<file path="src/sv/cabb_pkg.sv">
// shared types and constants of the clipped alpha blend blit
// no dependencies
`default_nettype none

package cabb_pkg;

   localparam int SCREEN_WIDTH_DEF  = 1024;
   localparam int SCREEN_HEIGHT_DEF = 768;

   localparam logic [7:0] ALPHA_MAX = 8'd255;

   localparam int CSR_ADDR_WIDTH = 5;

   typedef enum logic [2:0] {
      CSR_ORIGIN_X    = 3'd0,
      CSR_ORIGIN_Y    = 3'd1,
      CSR_CLIP_LEFT   = 3'd2,
      CSR_CLIP_TOP    = 3'd3,
      CSR_CLIP_WIDTH  = 3'd4,
      CSR_CLIP_HEIGHT = 3'd5,
      CSR_IMAGE_WIDTH = 3'd6
   } csr_index_type;

   localparam logic [12:0] ORIGIN_X_RST    = 13'd0;
   localparam logic [12:0] ORIGIN_Y_RST    = 13'd0;
   localparam logic [11:0] CLIP_LEFT_RST   = 12'd0;
   localparam logic [11:0] CLIP_TOP_RST    = 12'd0;
   localparam logic [12:0] CLIP_WIDTH_RST  = 13'd4096;
   localparam logic [12:0] CLIP_HEIGHT_RST = 13'd4096;
   localparam logic [12:0] IMAGE_WIDTH_RST = 13'd1;

   typedef struct packed {
      logic signed [12:0] origin_x;
      logic signed [12:0] origin_y;
      logic [11:0]        clip_left;
      logic [11:0]        clip_top;
      logic [12:0]        clip_width;
      logic [12:0]        clip_height;
      logic [12:0]        image_width;
   } cfg_type;

   // screen position of one pixel and its write decision
   typedef struct packed {
      logic signed [13:0] screen_x;
      logic signed [13:0] screen_y;
      logic               write_enable;
   } pos_type;

endpackage

`default_nettype wire

</file>
<file path="src/sv/cabb_csr.sv">
// configuration register file on an apb-style port
// depends on cabb_pkg
`default_nettype none

module cabb_csr
   import cabb_pkg::*;
(
   input  wire logic                      clock,
   input  wire logic                      reset,
   input  wire logic                      csr_psel,
   input  wire logic                      csr_penable,
   input  wire logic                      csr_pwrite,
   input  wire logic [CSR_ADDR_WIDTH-1:0] csr_paddr,
   input  wire logic [31:0]               csr_pwdata,
   output logic      [31:0]               csr_prdata,
   output logic                           csr_pready,
   output cfg_type                        cfg
);

   cfg_type       cfg_ff;
   cfg_type       cfg_in;
   csr_index_type index;
   logic          wr_en;

   assign csr_pready = 1'b1;
   assign wr_en      = csr_psel && csr_penable && csr_pwrite && csr_pready;
   assign index      = csr_index_type'(csr_paddr[CSR_ADDR_WIDTH-1:2]);
   assign cfg        = cfg_ff;

   always_comb begin
      cfg_in = cfg_ff;
      if (wr_en) begin
         case (index)
            CSR_ORIGIN_X:    cfg_in.origin_x    = csr_pwdata[12:0];
            CSR_ORIGIN_Y:    cfg_in.origin_y    = csr_pwdata[12:0];
            CSR_CLIP_LEFT:   cfg_in.clip_left   = csr_pwdata[11:0];
            CSR_CLIP_TOP:    cfg_in.clip_top    = csr_pwdata[11:0];
            CSR_CLIP_WIDTH:  cfg_in.clip_width  = csr_pwdata[12:0];
            CSR_CLIP_HEIGHT: cfg_in.clip_height = csr_pwdata[12:0];
            CSR_IMAGE_WIDTH: cfg_in.image_width = csr_pwdata[12:0];
            default:         cfg_in = cfg_ff;
         endcase
      end
   end

   always_comb begin
      case (index)
         CSR_ORIGIN_X:    csr_prdata = {19'd0, cfg_ff.origin_x};
         CSR_ORIGIN_Y:    csr_prdata = {19'd0, cfg_ff.origin_y};
         CSR_CLIP_LEFT:   csr_prdata = {20'd0, cfg_ff.clip_left};
         CSR_CLIP_TOP:    csr_prdata = {20'd0, cfg_ff.clip_top};
         CSR_CLIP_WIDTH:  csr_prdata = {19'd0, cfg_ff.clip_width};
         CSR_CLIP_HEIGHT: csr_prdata = {19'd0, cfg_ff.clip_height};
         CSR_IMAGE_WIDTH: csr_prdata = {19'd0, cfg_ff.image_width};
         default:         csr_prdata = 32'd0;
      endcase
   end

   always_ff @(posedge clock) begin
      if (reset) begin
         cfg_ff.origin_x    <= ORIGIN_X_RST;
         cfg_ff.origin_y    <= ORIGIN_Y_RST;
         cfg_ff.clip_left   <= CLIP_LEFT_RST;
         cfg_ff.clip_top    <= CLIP_TOP_RST;
         cfg_ff.clip_width  <= CLIP_WIDTH_RST;
         cfg_ff.clip_height <= CLIP_HEIGHT_RST;
         cfg_ff.image_width <= IMAGE_WIDTH_RST;
      end else begin
         cfg_ff <= cfg_in;
      end
   end

endmodule

`default_nettype wire

</file>
<file path="src/sv/cabb_scan.sv">
// column and row counters, screen position and screen/clip test
// depends on cabb_pkg
`default_nettype none

module cabb_scan
   import cabb_pkg::*;
#(
   parameter int SCREEN_WIDTH  = SCREEN_WIDTH_DEF,
   parameter int SCREEN_HEIGHT = SCREEN_HEIGHT_DEF
) (
   input  wire logic    clock,
   input  wire logic    reset,
   input  wire cfg_type cfg,
   input  wire logic    advance,
   output pos_type      pos
);

   localparam logic [13:0] SCR_W = 14'(SCREEN_WIDTH);
   localparam logic [13:0] SCR_H = 14'(SCREEN_HEIGHT);

   logic [11:0] column_count_ff;
   logic [11:0] column_count_in;
   logic [11:0] row_count_ff;
   logic [11:0] row_count_in;
   logic [12:0] column_next;
   logic        row_wrap;
   logic [13:0] x_val;
   logic [13:0] y_val;
   logic [13:0] clip_right;
   logic [13:0] clip_bottom;
   logic        on_screen;
   logic        in_clip;

   // position is origin plus count; negative values fail the on-screen test below
   assign x_val = {cfg.origin_x[12], cfg.origin_x} + {2'b00, column_count_ff};
   assign y_val = {cfg.origin_y[12], cfg.origin_y} + {2'b00, row_count_ff};

   assign clip_right  = {2'b00, cfg.clip_left} + {1'b0, cfg.clip_width};
   assign clip_bottom = {2'b00, cfg.clip_top}  + {1'b0, cfg.clip_height};

   assign on_screen = !x_val[13] && !y_val[13] && (x_val < SCR_W) && (y_val < SCR_H);
   assign in_clip   = (x_val >= {2'b00, cfg.clip_left}) && (x_val < clip_right) &&
                      (y_val >= {2'b00, cfg.clip_top})  && (y_val < clip_bottom);

   assign pos.screen_x     = x_val;
   assign pos.screen_y     = y_val;
   assign pos.write_enable = on_screen && in_clip;

   // zero width wraps every pixel; a full 12-bit count wraps regardless of width
   assign column_next = {1'b0, column_count_ff} + 13'd1;
   assign row_wrap    = (column_next >= cfg.image_width) || (column_count_ff == 12'hFFF);

   always_comb begin
      column_count_in = column_count_ff;
      row_count_in    = row_count_ff;
      if (advance) begin
         if (row_wrap) begin
            column_count_in = 12'd0;
            row_count_in    = row_count_ff + 12'd1;
         end else begin
            column_count_in = column_next[11:0];
         end
      end
   end

   always_ff @(posedge clock) begin
      if (reset) begin
         column_count_ff <= 12'd0;
         row_count_ff    <= 12'd0;
      end else begin
         column_count_ff <= column_count_in;
         row_count_ff    <= row_count_in;
      end
   end

   a_col_step: assert property (@(posedge clock) disable iff (reset)
      advance |=> (column_count_ff == 12'd0) ||
                  (column_count_ff == $past(column_count_ff) + 12'd1))
      else $error("column counter skipped");

   a_row_hold: assert property (@(posedge clock) disable iff (reset)
      !advance |=> $stable(row_count_ff) && $stable(column_count_ff))
      else $error("counters moved without a request");

endmodule

`default_nettype wire

</file>
<file path="src/sv/cabb_blend.sv">
// one channel of the truncating source-over blend
// depends on cabb_pkg
`default_nettype none

module cabb_blend
   import cabb_pkg::*;
(
   input  wire logic [7:0] dst,
   input  wire logic [7:0] src,
   input  wire logic [7:0] alpha,
   output logic      [7:0] blended
);

   logic [15:0] dst_part;
   logic [15:0] src_part;
   logic [15:0] sum;
   logic [16:0] scaled;

   assign dst_part = dst * (ALPHA_MAX - alpha);
   assign src_part = src * alpha;
   // sum is at most 255*255, so it fits 16 bits
   assign sum      = dst_part + src_part;
   // divide by 255: (v + 1 + v/256) / 256 is exact below 65535
   assign scaled   = {1'b0, sum} + 17'd1 + {9'd0, sum[15:8]};
   assign blended  = scaled[15:8];

endmodule

`default_nettype wire

</file>
<file path="src/sv/clipped_alpha_blend_blit.sv">
// top level of the clipped alpha blend blit: stream ports, csr port, two-register pipe
// depends on cabb_pkg, cabb_csr, cabb_scan, cabb_blend
`default_nettype none

// Blends a stream of source RGBA pixels over destination RGB pixels, one
// request per clock. Source pixels arrive in row order for an image of
// image_width columns whose top-left corner sits at (origin_x, origin_y); an
// internal column/row counter gives each request its screen position. A pixel
// is written (rsp_tuser high) only when it lies on the SCREEN_WIDTH x
// SCREEN_HEIGHT screen and inside the clip rectangle, whose right and bottom
// edges are exclusive; otherwise the color fields are zero. The blend is
// (dst*(255-a) + src*a)/255 truncated, per channel. Each request passes an
// input register (position and clip decision latched with it) and then a
// result register holding the blend; a new request is taken every cycle as
// long as the result side keeps up. While the result register is stalled
// the input register holds its request, and with both registers full
// req_tready follows rsp_tready in the same cycle. The column counter returns
// to zero at each row end and on reset, the row counter only on reset or
// overflow: start every image after a reset or after a whole number of rows.
// Change registers only while the pipe is empty.

module clipped_alpha_blend_blit
   import cabb_pkg::*;
#(
   parameter int SCREEN_WIDTH  = SCREEN_WIDTH_DEF,
   parameter int SCREEN_HEIGHT = SCREEN_HEIGHT_DEF
) (
   input  wire logic                      clock,
   input  wire logic                      reset,
   // request: src_red, src_green, src_blue, src_alpha, dst_red, dst_green, dst_blue
   input  wire logic                      req_tvalid,
   output logic                           req_tready,
   input  wire logic [55:0]               req_tdata,
   // response: out_red, out_green, out_blue, screen_x[37:24], screen_y[51:38], zero fill
   output logic                           rsp_tvalid,
   input  wire logic                      rsp_tready,
   output logic      [55:0]               rsp_tdata,
   // response: write_enable
   output logic                           rsp_tuser,
   input  wire logic                      csr_psel,
   input  wire logic                      csr_penable,
   input  wire logic                      csr_pwrite,
   input  wire logic [CSR_ADDR_WIDTH-1:0] csr_paddr,
   input  wire logic [31:0]               csr_pwdata,
   output logic      [31:0]               csr_prdata,
   output logic                           csr_pready
);

   cfg_type cfg;
   pos_type pos;

   logic req_accept;
   logic s2_load;

   // input register
   logic        s1_valid_ff;
   logic        s1_valid_in;
   logic [55:0] s1_data_ff;
   pos_type     s1_pos_ff;

   // result register
   logic        s2_valid_ff;
   logic        s2_valid_in;
   logic [7:0]  red_ff;
   logic [7:0]  green_ff;
   logic [7:0]  blue_ff;
   pos_type     s2_pos_ff;

   logic [7:0]  red_mix;
   logic [7:0]  green_mix;
   logic [7:0]  blue_mix;

   cabb_csr u_csr (
      .clock       (clock),
      .reset       (reset),
      .csr_psel    (csr_psel),
      .csr_penable (csr_penable),
      .csr_pwrite  (csr_pwrite),
      .csr_paddr   (csr_paddr),
      .csr_pwdata  (csr_pwdata),
      .csr_prdata  (csr_prdata),
      .csr_pready  (csr_pready),
      .cfg         (cfg)
   );

   cabb_scan #(
      .SCREEN_WIDTH  (SCREEN_WIDTH),
      .SCREEN_HEIGHT (SCREEN_HEIGHT)
   ) u_scan (
      .clock   (clock),
      .reset   (reset),
      .cfg     (cfg),
      .advance (req_accept),
      .pos     (pos)
   );

   // result register loads when stage one is full and the result slot frees up
   assign s2_load    = s1_valid_ff && (!s2_valid_ff || rsp_tready);
   assign req_tready = !s1_valid_ff || s2_load;
   assign req_accept = req_tvalid && req_tready;

   assign s1_valid_in = req_accept || (s1_valid_ff && !s2_load);
   assign s2_valid_in = s2_load || (s2_valid_ff && !rsp_tready);

   cabb_blend u_blend_red (
      .dst     (s1_data_ff[39:32]),
      .src     (s1_data_ff[7:0]),
      .alpha   (s1_data_ff[31:24]),
      .blended (red_mix)
   );

   cabb_blend u_blend_green (
      .dst     (s1_data_ff[47:40]),
      .src     (s1_data_ff[15:8]),
      .alpha   (s1_data_ff[31:24]),
      .blended (green_mix)
   );

   cabb_blend u_blend_blue (
      .dst     (s1_data_ff[55:48]),
      .src     (s1_data_ff[23:16]),
      .alpha   (s1_data_ff[31:24]),
      .blended (blue_mix)
   );

   always_ff @(posedge clock) begin
      if (reset) begin
         s1_valid_ff <= 1'b0;
         s2_valid_ff <= 1'b0;
      end else begin
         s1_valid_ff <= s1_valid_in;
         s2_valid_ff <= s2_valid_in;
      end
   end

   // payload registers, no reset
   always_ff @(posedge clock) begin
      if (req_accept) begin
         s1_data_ff <= req_tdata;
         s1_pos_ff  <= pos;
      end
      if (s2_load) begin
         // masked pixels carry zero color
         red_ff    <= s1_pos_ff.write_enable ? red_mix   : 8'd0;
         green_ff  <= s1_pos_ff.write_enable ? green_mix : 8'd0;
         blue_ff   <= s1_pos_ff.write_enable ? blue_mix  : 8'd0;
         s2_pos_ff <= s1_pos_ff;
      end
   end

   assign rsp_tvalid = s2_valid_ff;
   assign rsp_tuser  = s2_pos_ff.write_enable;
   assign rsp_tdata  = {4'd0, s2_pos_ff.screen_y, s2_pos_ff.screen_x,
                        blue_ff, green_ff, red_ff};

   a_masked_zero: assert property (@(posedge clock) disable iff (reset)
      (rsp_tvalid && !rsp_tuser) |-> (rsp_tdata[23:0] == 24'd0))
      else $error("masked pixel carries color");

   a_write_on_screen: assert property (@(posedge clock) disable iff (reset)
      (rsp_tvalid && rsp_tuser) |-> (!rsp_tdata[37] && !rsp_tdata[51]))
      else $error("write enabled at a negative position");

   a_no_drop: assert property (@(posedge clock) disable iff (reset)
      (s1_valid_ff && !s2_load) |=> s1_valid_ff)
      else $error("stalled request lost from input register");

   a_ready_when_empty: assert property (@(posedge clock) disable iff (reset)
      !s1_valid_ff |-> req_tready)
      else $error("empty pipe refuses requests");

endmodule

`default_nettype wire
</file>
<file path="config.mk">
export PLATFORM = sky130hd
export DESIGN_NAME = clipped_alpha_blend_blit
export DESIGN_NICKNAME = d
export VERILOG_FILES = /design/src/sv/cabb_pkg.sv /design/src/sv/cabb_csr.sv /design/src/sv/cabb_scan.sv /design/src/sv/cabb_blend.sv /design/src/sv/clipped_alpha_blend_blit.sv
export SDC_FILE = /design/constraint.sdc
export NUM_CORES = 1
export LEC_CHECK = 0
export BUFFER_PORTS_ARGS = -buffer_cell sky130_fd_sc_hd__clkbuf_2
export CAP_MARGIN = 15
export CORE_AREA = 2 2 218 220
export DETAILED_ROUTE_END_ITERATION = 6
export DIE_AREA = 0 0 220 222
export HOLD_SLACK_MARGIN = 0.08
export PLACE_DENSITY_LB_ADDON = 0.12
export RECOVER_POWER = 100
export REMOVE_ABC_BUFFERS = 1
export SYNTH_ARGS = -nofsm -noshare
export SYNTH_HDL_FRONTEND = slang
export SYNTH_SLANG_ARGS = --single-unit
</file>
<file path="constraint.sdc">
create_clock -name clock -period 13.95 [get_ports clock]
set_input_delay 1.395 -clock clock [delete_from_list [all_inputs] [get_ports clock]]
set_output_delay 1.395 -clock clock [all_outputs]
set_load 0.05 [all_outputs]
</file>
==> results by group, run 1 <==
Logic synthesis
  – Synth Cell Area: 27700 um2
  – Predominant post-synthesis flop cell: edfxtp_1
  – Synth Instances: 2972
  – Multiplexer area fraction after synthesis: 2.09%
  – Ys async rst share: 0%
  – Synth Area in Adders: 35.5%
  – Simple-gate share of the synthesized area: 17.1%
  – Largest family of logic cells by synthesized area: adder cells
  – Ys Warns: 0
  – Post-synth EDFFs: 138
  – Compound-Gate Fraction of Synth Area: 9.75%
  – Avg Cell Area, Syn: 9.31 um2
  – Post-synth cell types: 84
  – Synthesized flop and latch total: 253
  – XOR/XNOR share of the synthesized area: 3.62%
  – Sequential area share after synthesis: 23.3%

Clock network
  – Setup Buffers After CTS: 0
  – Post_cts resized: 0
  – Clock root buffer: clkbuf_16
  – Clk sinks: 253
  – Clk buf depth: 3
  – Hold_buf cts: 0
  – Reg clk slew, reported paths: 0.06 ns
  – Clock Latency Late Sink: 0.61 ns
  – # H-tree levels: 1
  – Total CTS buffers: 30
  – CTS tree: yes

Layout
  – Antenna cells: 0
  – Most common cell after layout, fill and taps aside: inv_1
  – Area grow syn2layout: 7.43%
  – Most frequent cells in the layout: inv_1, ha_1, nand2_1
  – Fillers: 3891
  – Nets@finish: 3787
  – Layout cells sized above 1: 5.68%

Run status
  – Failing checks: max-capacitance violations, max-slew violations
  – Run status: finished with violations

Drt
  – DR iter-0 viols: 1512
  – WL/cell: 17.6 um
  – Final WL: 65100 um
  – # DRC: 0
  – Via Count: 20700
  – Drt first pass iters: 6
  – Vias per cell: 5.59
  – Routed Antenna Nets: 0

Floorplan
  – Chip Height: 222 um
  – Area of the core: 46300 um2
  – Die ar.: 48800 um2
  – IO Pins: 192
  – # rows: 79
  – Die Wd: 220 um
  – Initial Util: 59.8%

Global routing
  – First-pass GRT wire length: 109000 um
  – Initial antenna violation count: 2
  – GRT Total Usage: 27.6%
  – Pin count of the biggest net entering global routing: 95
  – Total global routing overflow: 0
  – Vias in the first global route: 21500

Timing
  – Slew HR: -162%
  – Fmax: 0.105 GHz
  – Slew Viols, Final: 246
  – Tmin final: 9.52 ns
  – Setup Skew: 0.0266 ns
  – Final hold vios: 0
  – Final setup TNS: 0 ns
  – Least-Margin Pin Slew: 3.92 ns
  – Fin worst setup slack: 4.43 ns
  – RSZ-0062 raised after global routing: false
  – Crit share post-route: 68.2%
  – Final Setup Violations: 0

Worst setup path
  – RR Endpoint: blue_ff[2]
  – Worst reg2reg path depth: 25
  – Element type at the critical path start: flip-flop
  – Crit path arrival time: 9.83 ns
  – Crit path max fanout: 48
  – Reg2reg start: s1_data_ff[28]
  – WP data required: 14.26 ns
  – Crit end category: flip-flop
  – WS Path Type: reg2reg
  – Flop2flop setup slack: 4.43 ns

Placed design
  – Gp weighted congestion: 0.935
  – Post-DP HPWL: 49500 um
  – Place WS: 6.14 ns
  – IO Port Bufs: 146

Hold path
  – Hold Path End: rsp_tdata[46]
  – HP Class: reg2reg
  – Worst Hold Depth: 0
  – Hold_sp: s1_pos_ff[9]

Flow run
  – Maxcap violations: 6
worst max path at each step:
| stage | start | cells after the start | endpoint |
|---|---|---|---|
| 5_1_grt | s1_data_ff[28] | 27 | blue_ff[2] |
| 6_report | s1_data_ff[28] | 25 | blue_ff[2] |
| 3_5_place_dp | s1_data_ff[27] | 27 | red_ff[4] |
| 2_1_floorplan | s1_data_ff[27] | 26 | red_ff[4] |
| 4_1_cts | s1_data_ff[27] | 27 | red_ff[4] |
| 3_3_place_gp | s1_data_ff[27] | 27 | red_ff[4] |
sequential cells by signal, summed over array words and instances (netlist names):
register and count:
rsp_tuser 1, red_ff 8, s1_valid_ff 1, u_scan.column_count_ff 12
green_ff 8, s1_pos_ff 29, blue_ff 8, rsp_tvalid 1
rsp_tdata 28, u_csr.cfg 89, s1_data_ff 56, u_scan.row_count_ff 12
critical path: stages, from the launching register on:
cell and delay, ns:
edfxtp_1 0.33, clkbuf_1 1.95, nand2_1 0.27, fa_1 0.59
fa_1 0.54, inv_1 0.05, fa_1 0.48, fa_1 0.54
fa_1 0.56, inv_1 0.06, fa_1 0.53, inv_1 0.04
ha_1 0.34, o21a_1 0.14, a211o_1 0.34, a31oi_1 0.40
o21bai_1 0.10, a21oi_1 0.18, xnor2_1 0.24, ha_1 0.26
nor2_1 0.08, o311ai_0 0.10, o221ai_1 0.24, a211oi_1 0.57
and3_1 0.23, nor3_1 0.05
routing by layer:
layer  vias up  wire length (um)  track usage (%)
met1     10200             28000             37.2
met3       136              3980             4.22
met4         2              1860             8.18
met5         -                13                0
met2       572             31200             46.1
li1       9842                 -                -
kinds of logic after synthesis:
family,after synthesis
muxes,49
AOI/OAI and AO/OA,419
xor gates and xnor gates,111
buffers and inverters,607
adders and majority gates,610
other,2
DFF,253
and+or+nand+nor,921
synthesized netlist by cell type, drive strengths merged, types with 30 or more instances:
library cell | instances | area share (%)
ha | 317 | 14
nand2 | 308 | 4.2
nor2 | 107 | 1.5
inv | 492 | 6.7
clkbuf | 83 | 1.1
nor2b | 134 | 3.1
a21o | 30 | 0.81
mux2i | 33 | 1.2
edfxtp | 138 | 15
and2 | 127 | 2.9
o21ai | 67 | 1.2
xnor2 | 73 | 2.3
nand2b | 94 | 2.1
xor2 | 37 | 1.2
buf | 32 | 0.77
dfxtp | 115 | 8.3
nand3 | 35 | 0.63
a21oi | 170 | 3.1
fa | 292 | 21
cell type report:
class	count	area (um2)	area share, %
clock buffer	42	856	2.88
clock inverter	12	153	0.514
inverter	492	1850	6.22
multi-input combinational	2137	18900	63.6
sequential	253	6450	21.7
tap	607	759	2.56
timing repair buffer	164	753	2.53
through the flow:
step	hold slack, ns	cells	cell area, um2	utilization, %
finish	0.417	3707	29700	64.2
global placement	0.402	3653	28900	62.4
CTS	0.420	3707	29900	64.6
global route	0.427	3707	29700	64.2
detailed placement	0.405	3653	28900	62.4
floorplan	0.400	2882	27200	-
Power of run 1 is left out: the tool's default activity adds up to more than one toggle a clock period on the data nets, which glitch-free logic cannot reach.
==> inputs of run 2 (changes only) <==
- ABC_AREA: unset -> 1
- CORE_AREA: 2 2 218 220 -> 2 2 226 228
- DIE_AREA: 0 0 220 222 -> 0 0 228 230
- clock period: 13.95 -> 8.5 ns (I/O delays scaled with it)
==> results by group, run 2 <==
Worst setup path
  – Element type at the critical path start: flip-flop (unchanged)
  – Reg2reg start: s1_data_ff[27] (was s1_data_ff[28])
  – Crit path max fanout: 22 (was 48)
  – Worst reg2reg path depth: 31 (was 25)
  – CP dominant cell by count: nand2_1 (was fa_1)
  – WP data required: 8.83 ns (was 14.26 ns)
  – Crit path arrival time: 8.24 ns (was 9.83 ns)
  – RR Endpoint: red_ff[7] (was blue_ff[2])
  – WS Path Type: reg2reg (unchanged)
  – Crit end category: flip-flop (unchanged)
  – Slowest CP cell: edfxtp_1 (was clkbuf_1)
  – Crit path largest cell delay: 0.99 ns (was 1.95 ns)
  – Flop2flop setup slack: 0.60 ns (was 4.43 ns)

Global routing
  – Initial antenna violation count: 5 (was 2)
  – First-pass GRT wire length: 121000 um (was 109000 um)
  – Pin count of the biggest net entering global routing: 88 (was 95)
  – Vias in the first global route: 24000 (was 21500)
  – Total global routing overflow: 0 (unchanged)
  – GRT Total Usage: 28.7% (was 27.6%)

Clock network
  – CTS tree: yes (unchanged)
  – Total CTS buffers: 31 (was 30)
  – Clock Latency Late Sink: 0.62 ns (was 0.61 ns)
  – Setup Buffers After CTS: 0 (unchanged)
  – Clk buf depth: 3 (unchanged)
  – Post_cts resized: 0 (unchanged)
  – Clock root buffer: clkbuf_16 (unchanged)
  – Clk sinks: 253 (unchanged)
  – Hold_buf cts: 0 (unchanged)
  – Reg clk slew, reported paths: 0.07 ns (was 0.06 ns)
  – # H-tree levels: 1 (unchanged)

Logic synthesis
  – Avg Cell Area, Syn: 7.87 um2 (was 9.31 um2)
  – Post-synth top area share: 20.7% (was 21.1%)
  – Synth Cell Area: 28200 um2 (was 27700 um2)
  – Most common cell in the synthesized netlist: inv_1 (unchanged)
  – Post-synth cell types: 54 (was 84)
  – Ys async rst share: 0% (unchanged)
  – Synthesized flop and latch total: 253 (unchanged)
  – Post-synth EDFFs: 138 (unchanged)
  – Largest area contributor in the synthesized netlist: fa_1 (unchanged)
  – Synth Instances: 3583 (was 2972)
  – Synth area leaders: fa_1, edfxtp_1, ha_1, inv_1, nand2_1 (was fa_1, edfxtp_1, ha_1, dfxtp_1, inv_1)
  – Predominant post-synthesis flop cell: edfxtp_1 (unchanged)
  – Sequential area share after synthesis: 22.9% (was 23.3%)
  – Ys Warns: 0 (unchanged)
  – Commonest cells in the netlist: inv_1, nand2_1, nor2_1, ha_1, fa_1 (was inv_1, ha_1, nand2_1, fa_1, a21oi_1)

Timing
  – Final Setup Violations: 0 (unchanged)
  – Setup Skew: 0.0468 ns (was 0.0266 ns)
  – Slew HR: -171% (was -162%)
  – RSZ-0062 raised after global routing: false (unchanged)
  – Least-Margin Pin Slew: 4.06 ns (was 3.92 ns)
  – Slew Viols, Final: 221 (was 246)
  – Fmax: 0.127 GHz (was 0.105 GHz)
  – Final setup TNS: 0 ns (unchanged)
  – Crit share post-route: 93.0% (was 68.2%)
  – Tmin final: 7.90 ns (was 9.52 ns)
  – Final hold vios: 0 (unchanged)

Run status
  – Run status: finished with violations (unchanged)
  – Failing checks: max-capacitance violations, max-slew violations (unchanged)

Floorplan
  – # rows: 82 (was 79)
  – Die ar.: 52400 um2 (was 48800 um2)
  – Initial Util: 56.6% (was 59.8%)
  – IO Pins: 192 (unchanged)
  – Die Wd: 228 um (was 220 um)
  – Chip Height: 230 um (was 222 um)
  – Area of the core: 49900 um2 (was 46300 um2)

Hold path
  – Hold Path End: s1_data_ff[51] (was rsp_tdata[46])
  – Worst Hold Depth: 1 (was 0)
  – HP Class: in2reg (was reg2reg)
  – Hold_sp: req_tdata[51] (was s1_pos_ff[9])

Layout
  – Area of the multi-input gates: 18100 um2 (was 18900 um2)
  – Area grow syn2layout: 7.48% (was 7.43%)
  – Max FFs per register: 89 (unchanged)
  – Most frequent cells in the layout: inv_1, nand2_1, nor2_1 (was inv_1, ha_1, nand2_1)
  – Reg area: 6450 um2 (unchanged)
  – Fillers: 4604 (was 3891)
  – Nets@finish: 4388 (was 3787)
  – Layout cells sized above 1: 4.67% (was 5.68%)
  – Most common cell after layout, fill and taps aside: inv_1 (unchanged)
  – Antenna cells: 0 (unchanged)

Flow run
  – Maxcap violations: 4 (was 6)

Drt
  – Drt first pass iters: 5 (was 6)
  – Vias per cell: 5.23 (was 5.59)
  – Routed Antenna Nets: 0 (unchanged)
  – DR iter-0 viols: 1368 (was 1512)
  – WL/cell: 16.7 um (was 17.6 um)
  – # DRC: 0 (unchanged)
  – Final WL: 73200 um (was 65100 um)
  – Via Count: 22900 (was 20700)

Placed design
  – Post-DP HPWL: 58100 um (was 49500 um)
  – IO Port Bufs: 146 (unchanged)
  – Gp weighted congestion: 0.930 (was 0.935)
==> run 2: cell count changes after synthesis, moves of 21 or more <==
cell	previous run	this run
a21o_1	30	4
and2_1	127	3
inv_1	492	830
mux2i_1	33	0
nand2_1	308	705
nand2b_1	94	0
nand3_1	35	120
nor2_1	106	360
nor2b_1	133	0
o21a_1	21	0
o21ai_0	62	130
xnor2_1	72	30
==> run 2: cell type report <==
cell class / count / share of cell area (%)
multi-input cells: 2391 / 59.8
flip-flops and latches: 253 / 21.3
inverters: 837 / 10.4
clock buffers: 49 / 3.13
well taps: 672 / 2.77
repair buffers: 165 / 2.49
clock inverters: 9 / 0.206
==> run 2: routing by layer <==
metal | wire length [um] | global-route usage [%] | share of wire (%) | up-vias
met2 | 36900 | 52.5 | 50 | 629
met1 | 29100 | 34.1 | 40 | 10900
met5 | 71 | 0 | 0.097 | -
met4 | 2930 | 10.4 | 4.0 | 10
li1 | - | - | - | 11200
met3 | 4240 | 4.27 | 5.8 | 168
==> run 2: worst max path at each step <==
stage	startpoint	end	depth (start not counted)	slack (ns)
3_5_place_dp	s1_data_ff[28]	green_ff[7]	29	0.80
5_1_grt	s1_data_ff[27]	red_ff[7]	31	0.18
6_report	s1_data_ff[27]	red_ff[7]	31	0.60
3_3_place_gp	s1_data_ff[28]	green_ff[7]	29	0.88
4_1_cts	s1_data_ff[28]	green_ff[7]	29	0.82
2_1_floorplan	s1_data_ff[31]	green_ff[7]	29	1.40
==> run 2: cell families (layout without fill, tap and decap cells) <==
family | after synthesis | after routing | synth area share, %
and+or+nand+nor | 1292 | 1292 | 18.9
DFF | 253 | 253 | 22.9
buffers and inverters | 964 | 1060 | 13.3
other | 2 | 27 | 0.0266
AOI/OAI and AO/OA | 379 | 379 | 7.37
xor gates and xnor gates | 84 | 84 | 2.80
adders and majority gates | 609 | 609 | 34.8
==> run 2: per-stage QoR <==
stage / setup WS [ns] / hold WS [ns] / instance area, um2 / utilization (%) / instances
after floorplan: 1.40 / 0.400 / 27700 / - / 3481
after global placement: 0.883 / 0.402 / 29400 / 59.0 / 4318
after detailed placement: 0.796 / 0.405 / 29400 / 59.0 / 4318
after CTS: 0.816 / 0.362 / 30400 / 61.1 / 4376
after global routing: 0.178 / 0.369 / 30300 / 60.8 / 4376
final: 0.599 / 0.399 / 30300 / 60.8 / 4376
==> run 2: critical path, delay by kind of cell (launching register included) <==
kind	cells	cell delay, ns
adders and majority gates	8	3.46
and+or+nand+nor	12	1.09
buffers and inverters	7	1.06
DFF	1	0.99
xor gates and xnor gates	1	0.54
AOI/OAI and AO/OA	3	0.46
Power of run 2 is left out for the same reason.
